$ cat src/rtl/core/source_tokenizer_unit_assert.svh
// Assertion macros for the source tokenizer.
// STU_ASSERT_IMP checks a same-cycle implication, STU_ASSERT_NXT a next-cycle one.
`ifndef SOURCE_TOKENIZER_UNIT_ASSERT_SVH
`define SOURCE_TOKENIZER_UNIT_ASSERT_SVH
`ifndef NO_ASSERTIONS
`define STU_ASSERT_IMP(label, clk, rst, ante, cons, msg) \
  label: assert property (@(posedge clk) disable iff (rst) (ante) |-> (cons)) \
    else $error(msg);
`define STU_ASSERT_NXT(label, clk, rst, ante, cons, msg) \
  label: assert property (@(posedge clk) disable iff (rst) (ante) |=> (cons)) \
    else $error(msg);
`else
`define STU_ASSERT_IMP(label, clk, rst, ante, cons, msg)
`define STU_ASSERT_NXT(label, clk, rst, ante, cons, msg)
`endif
`endif

$ cat src/rtl/core/stu_pkg.sv
`default_nettype none

package stu_pkg;

  // token codes
  localparam logic [4:0] TK_END    = 5'd0;
  localparam logic [4:0] TK_NUMBER = 5'd1;
  localparam logic [4:0] TK_IDENT  = 5'd2;
  localparam logic [4:0] TK_RETURN = 5'd3;
  localparam logic [4:0] TK_LET    = 5'd4;
  localparam logic [4:0] TK_EQEQ   = 5'd5;
  localparam logic [4:0] TK_NE     = 5'd6;
  localparam logic [4:0] TK_LT     = 5'd7;
  localparam logic [4:0] TK_GT     = 5'd8;
  localparam logic [4:0] TK_LE     = 5'd9;
  localparam logic [4:0] TK_GE     = 5'd10;
  localparam logic [4:0] TK_ASSIGN = 5'd11;
  localparam logic [4:0] TK_PLUS   = 5'd12;
  localparam logic [4:0] TK_MINUS  = 5'd13;
  localparam logic [4:0] TK_STAR   = 5'd14;
  localparam logic [4:0] TK_SLASH  = 5'd15;
  localparam logic [4:0] TK_LPAREN = 5'd16;
  localparam logic [4:0] TK_RPAREN = 5'd17;
  localparam logic [4:0] TK_SEMI   = 5'd18;

  localparam logic [30:0] NUM_MAX = 31'h7FFF_FFFF;

  // scan modes
  localparam logic [1:0] MODE_IDLE   = 2'd0;
  localparam logic [1:0] MODE_NUMBER = 2'd1;
  localparam logic [1:0] MODE_IDENT  = 2'd2;
  localparam logic [1:0] MODE_OPER   = 2'd3;

  // pending operator
  localparam logic [2:0] OP_NONE = 3'd0;
  localparam logic [2:0] OP_EQ   = 3'd1;
  localparam logic [2:0] OP_BANG = 3'd2;
  localparam logic [2:0] OP_LT   = 3'd3;
  localparam logic [2:0] OP_GT   = 3'd4;

  // output word source select
  localparam logic [2:0] SEL_PAIR    = 3'd0;
  localparam logic [2:0] SEL_OPFIN   = 3'd1;
  localparam logic [2:0] SEL_NUMBER  = 3'd2;
  localparam logic [2:0] SEL_KEYWORD = 3'd3;
  localparam logic [2:0] SEL_CHUNK   = 3'd4;
  localparam logic [2:0] SEL_START   = 3'd5;

  typedef struct packed {
    logic       take_byte;
    logic       clear_all;
    logic       acc_step;
    logic       id_append;
    logic       finish_clear;
    logic       set_stop;
    logic       start_tok;
    logic       chunk_init;
    logic       chunk_next;
    logic       out_load;
    logic [2:0] out_sel;
    logic       out_last;
  } cmd_t;

  typedef struct packed {
    logic [1:0] mode;
    logic       stopped;
    logic       is_eq;
    logic       is_digit;
    logic       is_word;
    logic       start_emits;
    logic       pend_bang;
    logic       keyword;
    logic       chunk_final;
    logic       out_free;
  } sts_t;

endpackage

`default_nettype wire

$ cat src/rtl/core/source_tokenizer_unit.sv
// Streaming lexer: one source byte per input word, tokens out as result words.
// A word with kind 0 restarts the source and clears all scan state; it gives no
// result. Whitespace is skipped, numbers saturate at 2^31-1, identifiers keep
// their first MAX_IDENT_CHARS characters and leave as 8-character chunks
// (first character in the low byte), "return" and "let" come out as keywords.
// Byte 0, an unknown byte or a '!' not followed by '=' gives an end token and
// the block ignores bytes until the next restart. When a byte ends an
// identifier that is not a keyword, the controller walks the identifier store
// one 8-byte row per read with a registered read port and gives one result
// word per chunk. An output stall holds the controller until the output
// register is free. A new byte is taken only after the last result word of
// the previous one is in the output register, so up to one result may wait
// there while the next byte is taken. No clearing pass is needed after reset.
`default_nettype none
`include "source_tokenizer_unit_assert.svh"

module source_tokenizer_unit #(
  parameter int unsigned MAX_IDENT_CHARS = 63
) (
  input  wire logic        clk,
  input  wire logic        rst,
  // source byte channel
  input  wire logic        src_valid,
  output logic             src_stall,
  input  wire logic        kind,
  input  wire logic [7:0]  source_byte,
  // token channel
  output logic             tok_valid,
  input  wire logic        tok_stall,
  output logic [4:0]       token_kind,
  output logic [30:0]      number_value,
  output logic [63:0]      text_chunk,
  output logic [3:0]       chunk_length,
  output logic             token_end,
  output logic             last
);

  stu_pkg::cmd_t cmd;
  stu_pkg::sts_t sts;

  // sequencing: accept, classify, finish the open token, start the new one
  stu_ctrl u_ctrl (
    .clk       (clk),
    .rst       (rst),
    .src_valid (src_valid),
    .kind      (kind),
    .src_stall (src_stall),
    .sts       (sts),
    .cmd       (cmd)
  );

  // scan state, identifier store, number accumulator, output register
  stu_datapath #(
    .MAX_IDENT_CHARS (MAX_IDENT_CHARS)
  ) u_datapath (
    .clk          (clk),
    .rst          (rst),
    .cmd          (cmd),
    .sts          (sts),
    .source_byte  (source_byte),
    .tok_stall    (tok_stall),
    .tok_valid    (tok_valid),
    .token_kind   (token_kind),
    .number_value (number_value),
    .text_chunk   (text_chunk),
    .chunk_length (chunk_length),
    .token_end    (token_end),
    .last         (last)
  );

  // token code stays in the defined range
  `STU_ASSERT_IMP(a_tok_range, clk, rst, tok_valid, token_kind <= stu_pkg::TK_SEMI, "bad token code")
  // identifier chunks carry 1..8 characters
  `STU_ASSERT_IMP(a_chunk_len, clk, rst, tok_valid && (token_kind == stu_pkg::TK_IDENT), (chunk_length != 4'd0) && (chunk_length <= 4'd8), "bad chunk length")
  // every other token is a single word with no text
  `STU_ASSERT_IMP(a_single_word, clk, rst, tok_valid && (token_kind != stu_pkg::TK_IDENT), token_end && (chunk_length == 4'd0), "non-identifier token split")
  // a restart word always releases a stopped scanner
  `STU_ASSERT_NXT(a_restart, clk, rst, src_valid && !src_stall && !kind, !sts.stopped && (sts.mode == stu_pkg::MODE_IDLE), "restart did not clear state")

endmodule

`default_nettype wire

$ cat src/rtl/core/stu_ctrl.sv
`default_nettype none

module stu_ctrl (
  input  wire logic          clk,
  input  wire logic          rst,
  input  wire logic          src_valid,
  input  wire logic          kind,
  output logic               src_stall,
  input  wire stu_pkg::sts_t sts,
  output stu_pkg::cmd_t      cmd
);

  localparam logic [2:0] ST_WAIT  = 3'd0;
  localparam logic [2:0] ST_EVAL  = 3'd1;
  localparam logic [2:0] ST_START = 3'd2;
  localparam logic [2:0] ST_FETCH = 3'd3;
  localparam logic [2:0] ST_CHUNK = 3'd4;

  logic [2:0] state;
  logic [2:0] state_next;
  logic       accept;

  assign src_stall = (state != ST_WAIT);
  assign accept    = src_valid && !src_stall;

  always_comb begin
    cmd        = '0;
    state_next = state;
    case (state)
      ST_WAIT: begin
        if (accept) begin
          cmd.take_byte = 1'b1;
          if (!kind) begin
            cmd.clear_all = 1'b1;
          end else if (!sts.stopped) begin
            state_next = ST_EVAL;
          end
        end
      end
      ST_EVAL: begin
        case (sts.mode)
          stu_pkg::MODE_OPER: begin
            if (sts.out_free) begin
              cmd.out_load     = 1'b1;
              cmd.finish_clear = 1'b1;
              if (sts.is_eq) begin
                cmd.out_sel  = stu_pkg::SEL_PAIR;
                cmd.out_last = 1'b1;
                state_next   = ST_WAIT;
              end else begin
                cmd.out_sel  = stu_pkg::SEL_OPFIN;
                cmd.out_last = sts.pend_bang || !sts.start_emits;
                if (sts.pend_bang) begin
                  // lone '!': the byte after it is dropped
                  cmd.set_stop = 1'b1;
                  state_next   = ST_WAIT;
                end else begin
                  state_next = ST_START;
                end
              end
            end
          end
          stu_pkg::MODE_NUMBER: begin
            if (sts.is_digit) begin
              cmd.acc_step = 1'b1;
              state_next   = ST_WAIT;
            end else if (sts.out_free) begin
              cmd.out_load     = 1'b1;
              cmd.out_sel      = stu_pkg::SEL_NUMBER;
              cmd.out_last     = !sts.start_emits;
              cmd.finish_clear = 1'b1;
              state_next       = ST_START;
            end
          end
          stu_pkg::MODE_IDENT: begin
            if (sts.is_word) begin
              cmd.id_append = 1'b1;
              state_next    = ST_WAIT;
            end else if (sts.keyword) begin
              if (sts.out_free) begin
                cmd.out_load     = 1'b1;
                cmd.out_sel      = stu_pkg::SEL_KEYWORD;
                cmd.out_last     = !sts.start_emits;
                cmd.finish_clear = 1'b1;
                state_next       = ST_START;
              end
            end else begin
              cmd.chunk_init = 1'b1;
              state_next     = ST_FETCH;
            end
          end
          default: begin
            state_next = ST_START;
          end
        endcase
      end
      ST_START: begin
        if (sts.start_emits) begin
          if (sts.out_free) begin
            cmd.out_load  = 1'b1;
            cmd.out_sel   = stu_pkg::SEL_START;
            cmd.out_last  = 1'b1;
            cmd.start_tok = 1'b1;
            state_next    = ST_WAIT;
          end
        end else begin
          cmd.start_tok = 1'b1;
          state_next    = ST_WAIT;
        end
      end
      ST_FETCH: begin
        state_next = ST_CHUNK;
      end
      ST_CHUNK: begin
        if (sts.out_free) begin
          cmd.out_load = 1'b1;
          cmd.out_sel  = stu_pkg::SEL_CHUNK;
          cmd.out_last = sts.chunk_final && !sts.start_emits;
          if (sts.chunk_final) begin
            cmd.finish_clear = 1'b1;
            state_next       = ST_START;
          end else begin
            cmd.chunk_next = 1'b1;
            state_next     = ST_FETCH;
          end
        end
      end
      default: begin
        state_next = ST_WAIT;
      end
    endcase
  end

  always_ff @(posedge clk) begin
    if (rst) begin
      state <= ST_WAIT;
    end else begin
      state <= state_next;
    end
  end

endmodule

`default_nettype wire

$ cat src/rtl/core/stu_datapath.sv
`default_nettype none

module stu_datapath #(
  parameter int unsigned MAX_IDENT_CHARS = 63
) (
  input  wire logic          clk,
  input  wire logic          rst,
  input  wire stu_pkg::cmd_t cmd,
  output stu_pkg::sts_t      sts,
  input  wire logic [7:0]    source_byte,
  input  wire logic          tok_stall,
  output logic               tok_valid,
  output logic [4:0]         token_kind,
  output logic [30:0]        number_value,
  output logic [63:0]        text_chunk,
  output logic [3:0]         chunk_length,
  output logic               token_end,
  output logic               last
);

  localparam int unsigned LEN_W   = $clog2(MAX_IDENT_CHARS + 1);
  localparam int unsigned ROWS    = (MAX_IDENT_CHARS + 7) / 8;
  localparam int unsigned ROW_W   = (ROWS > 1) ? $clog2(ROWS) : 1;
  localparam int unsigned SUM_W   = ((LEN_W > ROW_W + 3) ? LEN_W : ROW_W + 3) + 1;
  localparam logic [LEN_W-1:0] LEN_MAX = LEN_W'(MAX_IDENT_CHARS);

  function automatic logic [7:0] ret_char(input logic [2:0] i);
    logic [7:0] c;
    case (i)
      3'd0:    c = "r";
      3'd1:    c = "e";
      3'd2:    c = "t";
      3'd3:    c = "u";
      3'd4:    c = "r";
      3'd5:    c = "n";
      default: c = 8'h00;
    endcase
    return c;
  endfunction

  function automatic logic [7:0] let_char(input logic [1:0] i);
    logic [7:0] c;
    case (i)
      2'd0:    c = "l";
      2'd1:    c = "e";
      2'd2:    c = "t";
      default: c = 8'h00;
    endcase
    return c;
  endfunction

  logic [7:0]       cur_byte;
  logic [1:0]       mode;
  logic [2:0]       pend;
  logic [30:0]      acc;
  logic [LEN_W-1:0] id_len;
  logic             ret_match;
  logic             let_match;
  logic             stopped;
  logic [ROW_W-1:0] chunk_row;
  logic [63:0]      id_mem [ROWS];
  logic [63:0]      row_data;

  // byte classes
  logic       is_digit, is_alpha, is_word_start, is_word, is_space, is_opstart;
  logic       start_emits;
  logic [4:0] start_code;
  logic [2:0] start_op;
  logic [3:0] digit;

  always_comb begin
    is_digit      = (cur_byte >= "0") && (cur_byte <= "9");
    is_alpha      = ((cur_byte >= "a") && (cur_byte <= "z")) ||
                    ((cur_byte >= "A") && (cur_byte <= "Z"));
    is_word_start = is_alpha || (cur_byte == "_");
    is_word       = is_word_start || is_digit;
    is_space      = (cur_byte == " ") || (cur_byte == 8'h0A) || (cur_byte == 8'h09);
    is_opstart    = (cur_byte == "=") || (cur_byte == "!") ||
                    (cur_byte == "<") || (cur_byte == ">");
    start_emits   = !is_space && !is_word && !is_opstart;
    digit         = cur_byte[3:0];
    case (cur_byte)
      "+":     start_code = stu_pkg::TK_PLUS;
      "-":     start_code = stu_pkg::TK_MINUS;
      "*":     start_code = stu_pkg::TK_STAR;
      "/":     start_code = stu_pkg::TK_SLASH;
      "(":     start_code = stu_pkg::TK_LPAREN;
      ")":     start_code = stu_pkg::TK_RPAREN;
      ";":     start_code = stu_pkg::TK_SEMI;
      default: start_code = stu_pkg::TK_END;
    endcase
    case (cur_byte)
      "=":     start_op = stu_pkg::OP_EQ;
      "!":     start_op = stu_pkg::OP_BANG;
      "<":     start_op = stu_pkg::OP_LT;
      ">":     start_op = stu_pkg::OP_GT;
      default: start_op = stu_pkg::OP_NONE;
    endcase
  end

  // acc * 10 + d, saturating
  logic [34:0] acc_wide;
  logic [30:0] acc_sat;

  assign acc_wide = ({4'b0, acc} << 3) + ({4'b0, acc} << 1) + {31'b0, digit};
  assign acc_sat  = (acc_wide > {4'b0, stu_pkg::NUM_MAX}) ? stu_pkg::NUM_MAX : acc_wide[30:0];

  // keyword detect
  logic       ret_hit, let_hit, keyword;
  logic [4:0] kw_code;

  assign ret_hit = ret_match && (id_len == LEN_W'(6));
  assign let_hit = let_match && (id_len == LEN_W'(3));
  assign keyword = ret_hit || let_hit;
  assign kw_code = ret_hit ? stu_pkg::TK_RETURN : stu_pkg::TK_LET;

  // chunk slicing
  logic [SUM_W-1:0] remaining;
  logic             chunk_final;
  logic [3:0]       chunk_n;
  logic [63:0]      chunk_masked;

  always_comb begin
    remaining   = SUM_W'(id_len) - SUM_W'({chunk_row, 3'b000});
    chunk_final = (remaining <= SUM_W'(8));
    chunk_n     = chunk_final ? remaining[3:0] : 4'd8;
    for (int k = 0; k < 8; k++) begin
      chunk_masked[8*k +: 8] = (4'(k) < chunk_n) ? row_data[8*k +: 8] : 8'h00;
    end
  end

  // operator codes
  logic [4:0] pair_code, opfin_code;

  always_comb begin
    case (pend)
      stu_pkg::OP_EQ:   begin pair_code = stu_pkg::TK_EQEQ; opfin_code = stu_pkg::TK_ASSIGN; end
      stu_pkg::OP_BANG: begin pair_code = stu_pkg::TK_NE;   opfin_code = stu_pkg::TK_END;    end
      stu_pkg::OP_LT:   begin pair_code = stu_pkg::TK_LE;   opfin_code = stu_pkg::TK_LT;     end
      stu_pkg::OP_GT:   begin pair_code = stu_pkg::TK_GE;   opfin_code = stu_pkg::TK_GT;     end
      default:          begin pair_code = stu_pkg::TK_GE;   opfin_code = stu_pkg::TK_END;    end
    endcase
  end

  // identifier memory, one row per chunk, byte writes
  logic             wr_en;
  logic [ROW_W-1:0] wr_row;
  logic [2:0]       wr_lane;

  assign wr_en   = (cmd.id_append && (id_len < LEN_MAX)) || (cmd.start_tok && is_word_start);
  assign wr_row  = cmd.start_tok ? '0 : ROW_W'(id_len >> 3);
  assign wr_lane = cmd.start_tok ? 3'd0 : id_len[2:0];

  always_ff @(posedge clk) begin
    if (wr_en) begin
      id_mem[wr_row][{wr_lane, 3'b000} +: 8] <= cur_byte;
    end
    row_data <= id_mem[chunk_row];
  end

  // scan state
  always_ff @(posedge clk) begin
    if (cmd.take_byte) begin
      cur_byte <= source_byte;
    end
    if (cmd.chunk_init) begin
      chunk_row <= '0;
    end else if (cmd.chunk_next) begin
      chunk_row <= chunk_row + 1'b1;
    end
    if (cmd.id_append) begin
      ret_match <= ret_match && (id_len < LEN_W'(6)) && (cur_byte == ret_char(id_len[2:0]));
      let_match <= let_match && (id_len < LEN_W'(3)) && (cur_byte == let_char(id_len[1:0]));
    end else if (cmd.start_tok) begin
      ret_match <= (cur_byte == "r");
      let_match <= (cur_byte == "l");
    end

    if (rst || cmd.clear_all) begin
      mode    <= stu_pkg::MODE_IDLE;
      pend    <= stu_pkg::OP_NONE;
      acc     <= '0;
      id_len  <= '0;
      stopped <= 1'b0;
    end else begin
      if (cmd.finish_clear) begin
        mode   <= stu_pkg::MODE_IDLE;
        pend   <= stu_pkg::OP_NONE;
        acc    <= '0;
        id_len <= '0;
      end
      if (cmd.set_stop) begin
        stopped <= 1'b1;
      end
      if (cmd.acc_step) begin
        acc <= acc_sat;
      end
      if (cmd.id_append && (id_len < LEN_MAX)) begin
        id_len <= id_len + 1'b1;
      end
      if (cmd.start_tok) begin
        if (is_digit) begin
          mode <= stu_pkg::MODE_NUMBER;
          acc  <= {27'b0, digit};
        end else if (is_word_start) begin
          mode   <= stu_pkg::MODE_IDENT;
          id_len <= LEN_W'(1);
        end else if (is_opstart) begin
          mode <= stu_pkg::MODE_OPER;
          pend <= start_op;
        end else if (start_emits && (start_code == stu_pkg::TK_END)) begin
          stopped <= 1'b1;
        end
      end
    end
  end

  // output register
  logic        out_free;
  logic [4:0]  token_kind_next;
  logic [30:0] number_value_next;
  logic [63:0] text_chunk_next;
  logic [3:0]  chunk_length_next;
  logic        token_end_next;

  assign out_free = !tok_valid || !tok_stall;

  always_comb begin
    number_value_next = '0;
    text_chunk_next   = '0;
    chunk_length_next = '0;
    token_end_next    = 1'b1;
    case (cmd.out_sel)
      stu_pkg::SEL_PAIR:    token_kind_next = pair_code;
      stu_pkg::SEL_OPFIN:   token_kind_next = opfin_code;
      stu_pkg::SEL_NUMBER: begin
        token_kind_next   = stu_pkg::TK_NUMBER;
        number_value_next = acc;
      end
      stu_pkg::SEL_KEYWORD: token_kind_next = kw_code;
      stu_pkg::SEL_CHUNK: begin
        token_kind_next   = stu_pkg::TK_IDENT;
        text_chunk_next   = chunk_masked;
        chunk_length_next = chunk_n;
        token_end_next    = chunk_final;
      end
      default:              token_kind_next = start_code;
    endcase
  end

  always_ff @(posedge clk) begin
    if (rst) begin
      tok_valid <= 1'b0;
    end else if (cmd.out_load) begin
      tok_valid <= 1'b1;
    end else if (!tok_stall) begin
      tok_valid <= 1'b0;
    end
  end

  always_ff @(posedge clk) begin
    if (cmd.out_load) begin
      token_kind   <= token_kind_next;
      number_value <= number_value_next;
      text_chunk   <= text_chunk_next;
      chunk_length <= chunk_length_next;
      token_end    <= token_end_next;
      last         <= cmd.out_last;
    end
  end

  always_comb begin
    sts.mode        = mode;
    sts.stopped     = stopped;
    sts.is_eq       = (cur_byte == "=");
    sts.is_digit    = is_digit;
    sts.is_word     = is_word;
    sts.start_emits = start_emits;
    sts.pend_bang   = (pend == stu_pkg::OP_BANG);
    sts.keyword     = keyword;
    sts.chunk_final = chunk_final;
    sts.out_free    = out_free;
  end

endmodule

`default_nettype wire
$ cat config.mk
export PLATFORM = sky130hd
export DESIGN_NAME = source_tokenizer_unit
export DESIGN_NICKNAME = d
export VERILOG_FILES = /design/src/rtl/core/stu_pkg.sv /design/src/rtl/core/source_tokenizer_unit.sv /design/src/rtl/core/stu_ctrl.sv /design/src/rtl/core/stu_datapath.sv
export VERILOG_INCLUDE_DIRS = /design/src /design/src/rtl/core
export SDC_FILE = /design/constraint.sdc
export NUM_CORES = 1
export LEC_CHECK = 0
export ABC_AREA = 1
export BUFFER_PORTS_ARGS = -buffer_cell sky130_fd_sc_hd__buf_2
export CORE_AREA = 2 2 270 272
export CTS_CLUSTER_DIAMETER = 80
export CTS_CLUSTER_SIZE = 10
export DETAILED_ROUTE_END_ITERATION = 12
export DIE_AREA = 0 0 272 274
export REMOVE_ABC_BUFFERS = 1
export SYNTH_ARGS = -nofsm -noshare
export SYNTH_HDL_FRONTEND = slang
export SYNTH_SLANG_ARGS = --single-unit
$ cat constraint.sdc
create_clock -name clk -period 5.1 [get_ports clk]
set_input_delay 0 -clock clk [delete_from_list [all_inputs] [get_ports clk]]
set_output_delay 0 -clock clk [all_outputs]
set_load 0.02 [all_outputs]
======== After elaboration in Yosys (flattened, before gate mapping) ========
Memory sizes are Yosys's and may differ from the RTL's. A register that Yosys moved wholly into a read port is not among the register bits.
Cells that the tools add are included.
Widths: inputs -> output; s select.
storage, ports and cells
  word-level logic and storage cells ...... 259
  bits in writable memories ............... 512
  output and inout bits ................... 108
  register bits ........................... 166
  memories kept ........................... 1
operators by class
  $add $sub $neg .......................... 6
  equal/unequal tests ..................... 50
  shifts and indexed selects .............. 2
  magnitude comparators ................... 19
  multiplexer cells ....................... 104
  reductions and logical operators ........ 53
memory list
  memory             depth  bits a word  read ports  clocked after memory_dff  write ports  line                source
  u_datapath.id_mem  8      64           1           1                         1            stu_datapath.sv:61  logic [63:0] id_mem [ROWS];
operators with widths
  kind                    count
  $mux 31                 5
  $eq 8x6->1 const B      12
  $mux 64                 1
  $shift 8x8->64 const A  1
  $shiftx 8x8->64         1
  $mux 3                  19
  $mux 5                  8
  $mux 1                  37
  $mux 6                  6
  $add 34x32->35          1
  $add 35x4->35           1
  $gt 35x31->1 const B    1
  $pmux 5 s7              1
  $pmux 7 s5              1
  $pmux 5 s3              2
  $pmux 5 s5              1
  $eq 3x2->1 const B      8
  $eq 8x7->1 const B      3
  $mux 2                  12
  $pmux 4 s3              2
  $pmux 7 s3              1
  $eq 8x4->1 const B      2
  $eq 8x8->1              2
  $ge 8x7->1 const B      2
  other kinds (42)        104

======== Logic depth before layout (Yosys ltp) ========
  word-level depth ........................ 16
  gate-level depth with buffers ........... 21

======== Hierarchy ========
From an unflattened synthesis, not the netlist that was laid out.
unflattened totals
  cells, all modules ...................... 3,078
  area total of the unflattened synthesis .. 32,109.5 µm²
by module, submodules not included
  module        instances  seq. area each (µm²)  area an instance (µm²)  cells an instance
  stu_datapath  1          21,080.2              31,620.3                2,975
  stu_ctrl      1          60.1                  489.2                   103

======== Worst setup path after synthesis ========
No wires, ideal clock.
  kind .................................... register -> register
  from .................................... register u_datapath.id_len[0]
  to ...................................... register u_datapath.chunk_length[0] (enable)
  data arrival time ....................... 3.508 ns
  path buffers ............................ 0
  stages on the path, launching flop included .. 13
  data required time ...................... 4.130 ns
  setup slack ............................. 0.623 ns
  setup time .............................. 0.970 ns
  path through ............................ dfxtp_1 > inv_1 > ha_1 > nand3_1 > nand2_1 > nand2_1 > nor3_1 > nand3_1 > nand2_1 > nand2_1 > inv_1 > nor2_2 > nand2_1
RTL lines
  what                      line                 source
  start: declaration        stu_datapath.sv:56   logic [LEN_W-1:0] id_len;
  start signal: assignment  stu_datapath.sv:199  id_len <= id_len + 1'b1;
  end signal: assignment    stu_datapath.sv:266  chunk_length <= chunk_length_next;
  end: declaration          stu_datapath.sv:16   output logic [3:0] chunk_length,

======== Final worst setup path ========
  from .................................... register u_datapath.cur_byte[3]
  to ...................................... memory u_datapath.id_mem[2][0] (enable)
on the way
  word-level cells in the longest chain between the ends .. 14
  elaborated cells on any way between the ends .. 44
  classes of those cells .................. add/sub: 1; order compare: 6; eq/ne: 8; shift: 1; mux: 9; reduce/logical: 19
RTL lines
  what                                                  line                                      source
  start: declaration                                    stu_datapath.sv:52                        logic [7:0] cur_byte;
  start signal: assignment                              stu_datapath.sv:164                       cur_byte <= source_byte;
  $ge 8x7->1 (tied with other cells)                    stu_datapath.sv:73                        is_alpha = ((cur_byte >= "a") && (cur_byte <= "z")) ||
  $logic_and 1x1->1 (on tied branches)                  stu_datapath.sv:73, stu_datapath.sv:74
  $logic_or 1x1->1                                      stu_datapath.sv:73
  $logic_or 1x1->1                                      stu_datapath.sv:75                        is_word_start = is_alpha || (cur_byte == "_");
  $logic_or 1x1->1                                      stu_datapath.sv:76                        is_word = is_word_start || is_digit;
  $logic_not 1->1                                       stu_datapath.sv:80                        start_emits = !is_space && !is_word && !is_opstart;
  $logic_and 1x1->1 (2 in a row)                        stu_datapath.sv:80
  $mux 1                                                stu_ctrl.sv:98                            if (sts.start_emits) begin
  $mux 1                                                stu_ctrl.sv:29                            case (state)
  $mux 3 / $logic_and 1x1->1 (equally long branches)    stu_datapath.sv:152, stu_datapath.sv:150
  $neg 6->8 / $logic_or 1x1->1 (equally long branches)  stu_datapath.sv:156, stu_datapath.sv:150
  $shift 8x8->64 / $mux 1 (equally long branches)       stu_datapath.sv:156, stu_datapath.sv:155
  $mux 64 (not written as such)                         stu_datapath.sv:156                       id_mem[wr_row][{wr_lane, 3'b000} +: 8] <= cur_byte;
  end: declaration                                      stu_datapath.sv:61
Parallel ways exist; a longest one is shown, timed or not.

==> results.py <==
metrics = {
    "layout": {
        "layout.core_utilization_pct": 50.1,
        "antenna-diode-count": 0,
        "filler_cell_count": 6332,
        "syn2layout_area_growth_pct": 13.1,
        "drive_gt1_share_pct": 9.86,
        "layout.nets": 3196,
    },
    "critical_path": {
        "worstPathCellList": "inv_2 -> nor2_1 -> nand3_1 -> o21ai_1 -> nor2_2 -> nand3_2 -> nand2_2 -> nand2_8 -> ha_1 -> nor3_1 -> nand3_4 -> nor2_1",
        "cpPeakStageDelay_ns": 0.68,
        "cp-end-kind": "flip-flop",
        "cp.buffers_inverters": 1,
        "crit_start": "u_datapath.cur_byte[3]",
        "cpLargestDelayFamily": "simple AND/OR/NAND/NOR gates",
        "crit_slowest_cell": "nor2_1",
        "worstSetupStartpointType": "flip-flop",
        "r2r_setup_slack_ns": 0.65,
        "critical_path.reg2reg.startpoint": "u_datapath.cur_byte[3]",
        "critPathArrivalTime_ns": 4.70,
        "timing.critical_path.depth": 12,
        "critPathKind": "flip-flop to flip-flop",
        "dominant_cell_type_by_count_on_the_critical_path": "nor2_1",
        "worst-endpoint-required_ns": 5.35,
        "r2r_cells": 12,
        "cp_max_fo": 11,
    },
    "grt": {
        "grt_util_met2_pct": 34.4,
        "grt_pass1_wl_um": 121000,
        "grt_max_degree": 241,
        "number_of_global_route_vias_before_repair": 21400,
        "grt.busiest_layer": "met2",
        "grt_use_total_pct": 21.0,
        "overflow": 0,
        "grt.met1_usage_pct": 28.2,
        "number_of_antenna_violations_at_the_first_check_in_global_routing": 0,
        "met3_usage_pct": 3.78,
    },
    "synth": {
        "synth_ff_type": "edfxtp_1",
        "total_standard_cell_area_after_synthesis_mm2": 0.0319,
        "synth.top_cells.by_area": "edfxtp_1 (59%), nor2_1 (8.9%), dfxtp_1 (7.2%)",
        "synth_seq_area_share_pct": 66.3,
        "synth_top_area_share_pct": 59.1,
        "postSynthAreaPerCell_um2": 10.7,
        "synth_enable_flop_cells": 628,
        "synth_cell_type_count": 49,
        "cells_after_synthesis": 2978,
        "yosys_register_bits": 742,
        "async_reset_ff_share_pct": 0,
        "yosys_warning_total": 0,
        "synth.largest_area_cell": "edfxtp_1",
    },
    "clock_network": {
        "clock_tree.buffer_depth": 3,
        "tritoncts": "done",
        "cts_setup_buffers": 0,
        "clock-sinks": 742,
        "cts_made_buffers": 85,
        "clk_transition_reported_paths_ns": 0.06,
        "clock_insertion_delay_worst_skew_ns": 0.64,
        "clock_tree.root_cell": "clkbuf_16",
        "htree_num_levels": 3,
    },
    "hold_path": {
        "worst_hold_depth": 3,
        "hold_path.class": "primary input to flip-flop",
        "hold_path.startpoint": "rst",
    },
    "pwr": {
        "seq_power_share_pct": 53.2,
        "power_report.internal_total_uw": 9790,
        "ir_drop_uv": 242,
        "swShare_pct": 20.3,
        "total_switching_power_uw": 2490,
        "static-leakage-power_uw": 0.0146,
        "comb_power_share_pct": 1.2,
        "p_clk_share_pct": 45.6,
        "power_density_normalized_to_cell_area_mw_per_mm2": 340,
    },
    "detailed_routing": {
        "final_antenna_net_count": 0,
        "route.detailed.drc": 0,
        "detail_route.iter0.violations": 1770,
        "detailroute.via_count": 21900,
        "post_drt_via_cell_ratio": 5.29,
        "drt-pass1-iter-count": 6,
        "total_routed_length_um": 78800,
        "routed_wire_length_per_instance_um": 19.1,
    },
    "sta": {
        "finalCritPeriodShare_pct": 87.2,
        "timing.clock.skew_ns": 0.0225,
        "worst_max_slew_pin_slew_ns": 1.14,
        "setup_viol": 0,
        "maxClockFrequency_ghz": 0.225,
        "rsz0062_at_grt": "no",
        "final_report_hold_violation_count": 0,
        "layout_min_cycle_time_ns": 4.45,
        "maxSlewHeadroom_pct": 23.7,
        "final_ws_setup_ns": 0.652,
        "final_max_slew_viol_count": 0,
    },
    "placement": {
        "dp_hpwl_um": 50600,
        "placer_congestion_estimate": 0.928,
        "post-place-ws_ns": 0.693,
        "port-buffer-count": 120,
    },
    "floorplan": {
        "core.rowCount": 99,
        "core_mm2": 0.0720,
        "dieArea_mm2": 0.0745,
        "num_io_pins": 121,
        "initial_utilization_pct": 44.3,
        "die_w_um": 272,
        "dieHeight_um": 274,
    },
    "status": {
        "run_status": "complete, no violations",
    },
    "job": {
        "max_cap_viol_count": 0,
    },
}
==> tightest hold or removal path, stage by stage <==
cell	delay [ns]
dlygate4sd3_1	0.54
buf_2	0.13
nor2_1	0.04
==> flip-flops by register name, summed over array words and instances (netlist names) <==
name	cells
u_datapath.cur_byte	8
u_datapath.row_data	64
u_datapath.mode	2
u_datapath.text_chunk	64
u_datapath.tok_valid	1
u_datapath.id_mem	512
u_datapath.let_match	1
u_ctrl.state	3
u_datapath.stopped	1
u_datapath.token_end	1
u_datapath.ret_match	1
u_datapath.number_value	31
u_datapath.pend	3
u_datapath.chunk_length	4
u_datapath.token_kind	5
u_datapath.chunk_row	3
u_datapath.last	1
u_datapath.id_len	6
u_datapath.acc	31
==> cell type report <==
type	count	area, um^2	area share, %
sequential	742	21100	58.6
multi-input combinational	1851	9230	25.6
clock buffer	149	2390	6.62
tap	959	1200	3.33
inverter	260	987	2.74
timing repair buffer	165	986	2.73
clock inverter	9	148	0.409
==> repair_timing <==
action                                 in CTS  in global routing
endpoints found under the hold margin      24                  0
setup endpoints to repair                   0                  0
hold buffers                               14                  0
resized for setup                           0                  0
==> routing by layer <==
layer	part of all wire, %	wire, um
met2	47	37000
met4	2.8	2170
met3	6.7	5290
met1	44	34300
met5	0	0
==> through the flow <==
step,instance area [um^2],instances,setup TNS [ns],hold WS (ns),power (uW)
3_5_place_dp,33400,3963,0,0.201,6790
5_1_grt,36100,4135,0,0.101,12600
3_3_place_gp,33400,3963,0,0.195,6790
4_1_cts,36100,4135,0,0.0803,12400
2_1_floorplan,31300,2853,-460.85,0.0717,6740
6_report,36100,4135,0,0.124,12300
==> placed cells by master (no fill, tap or decap), types with 5 or more instances in the layout <==
master and instances:
nand2_4 5, nand4_1 14, o22ai_1 65, clkbuf_16 86
nor2_1 758, nor2_2 10, buf_4 30, dlygate4sd3_1 14
o21ai_1 22, xor2_1 19, nor3_1 21, inv_1 245
buf_2 120, xnor2_1 11, nand3_4 8, edfxtp_1 628
nor2_4 6, dfxtp_1 112, a31oi_1 73, clkbuf_1 63
nand3_1 86, ha_1 75, nand2_2 13, o21ai_0 289
nand2_1 262, a21oi_1 75, inv_2 11
==> synth_stat cells, types with 9 or more instances <==
cell type and instances:
dfxtp_1 114, nor3_1 21, nand3_1 86, nand2_1 263
clkbuf_1 95, o21ai_1 22, ha_1 75, nand4_1 14
inv_1 248, edfxtp_1 628, a21oi_1 75, nor2_1 759
nand2_2 13, nor2_2 9, o22ai_1 65, inv_2 11
xor2_1 19, a31oi_1 73, o21ai_0 289, xnor2_1 11
==> cells by family after synthesis <==
logic type                 count (synthesis)  synth area share (%)
and+or+nand+nor                         1199                  15.7
DFF                                      742                  66.3
AOI/OAI and AO/OA                        544                  9.25
buffers and inverters                    385                  4.82
adders and majority gates                 78                  3.13
xor gates and xnor gates                  30                 0.824
==> final timing paths <==
check / end
worst min-delay path: u_ctrl.state[0]
worst max-delay path: u_datapath.id_mem[2][0]
worst max register to register: u_datapath.id_mem[2][0]
worst min register to register: u_datapath.stopped
==> power groups by stage <==
| stage | combinational, uW | sequential, uW | clock (uW) |
|---|---|---|---|
| after detailed placement | 137 | 6660 | 0 |
| after global placement | 135 | 6660 | 0 |
| final | 148 | 6530 | 5600 |
| after floorplan | 73.9 | 6660 | 0 |
| after CTS | 146 | 6530 | 5710 |
| after global routing | 160 | 6530 | 5950 |
Note: power is estimated with default switching activity, not from simulation.
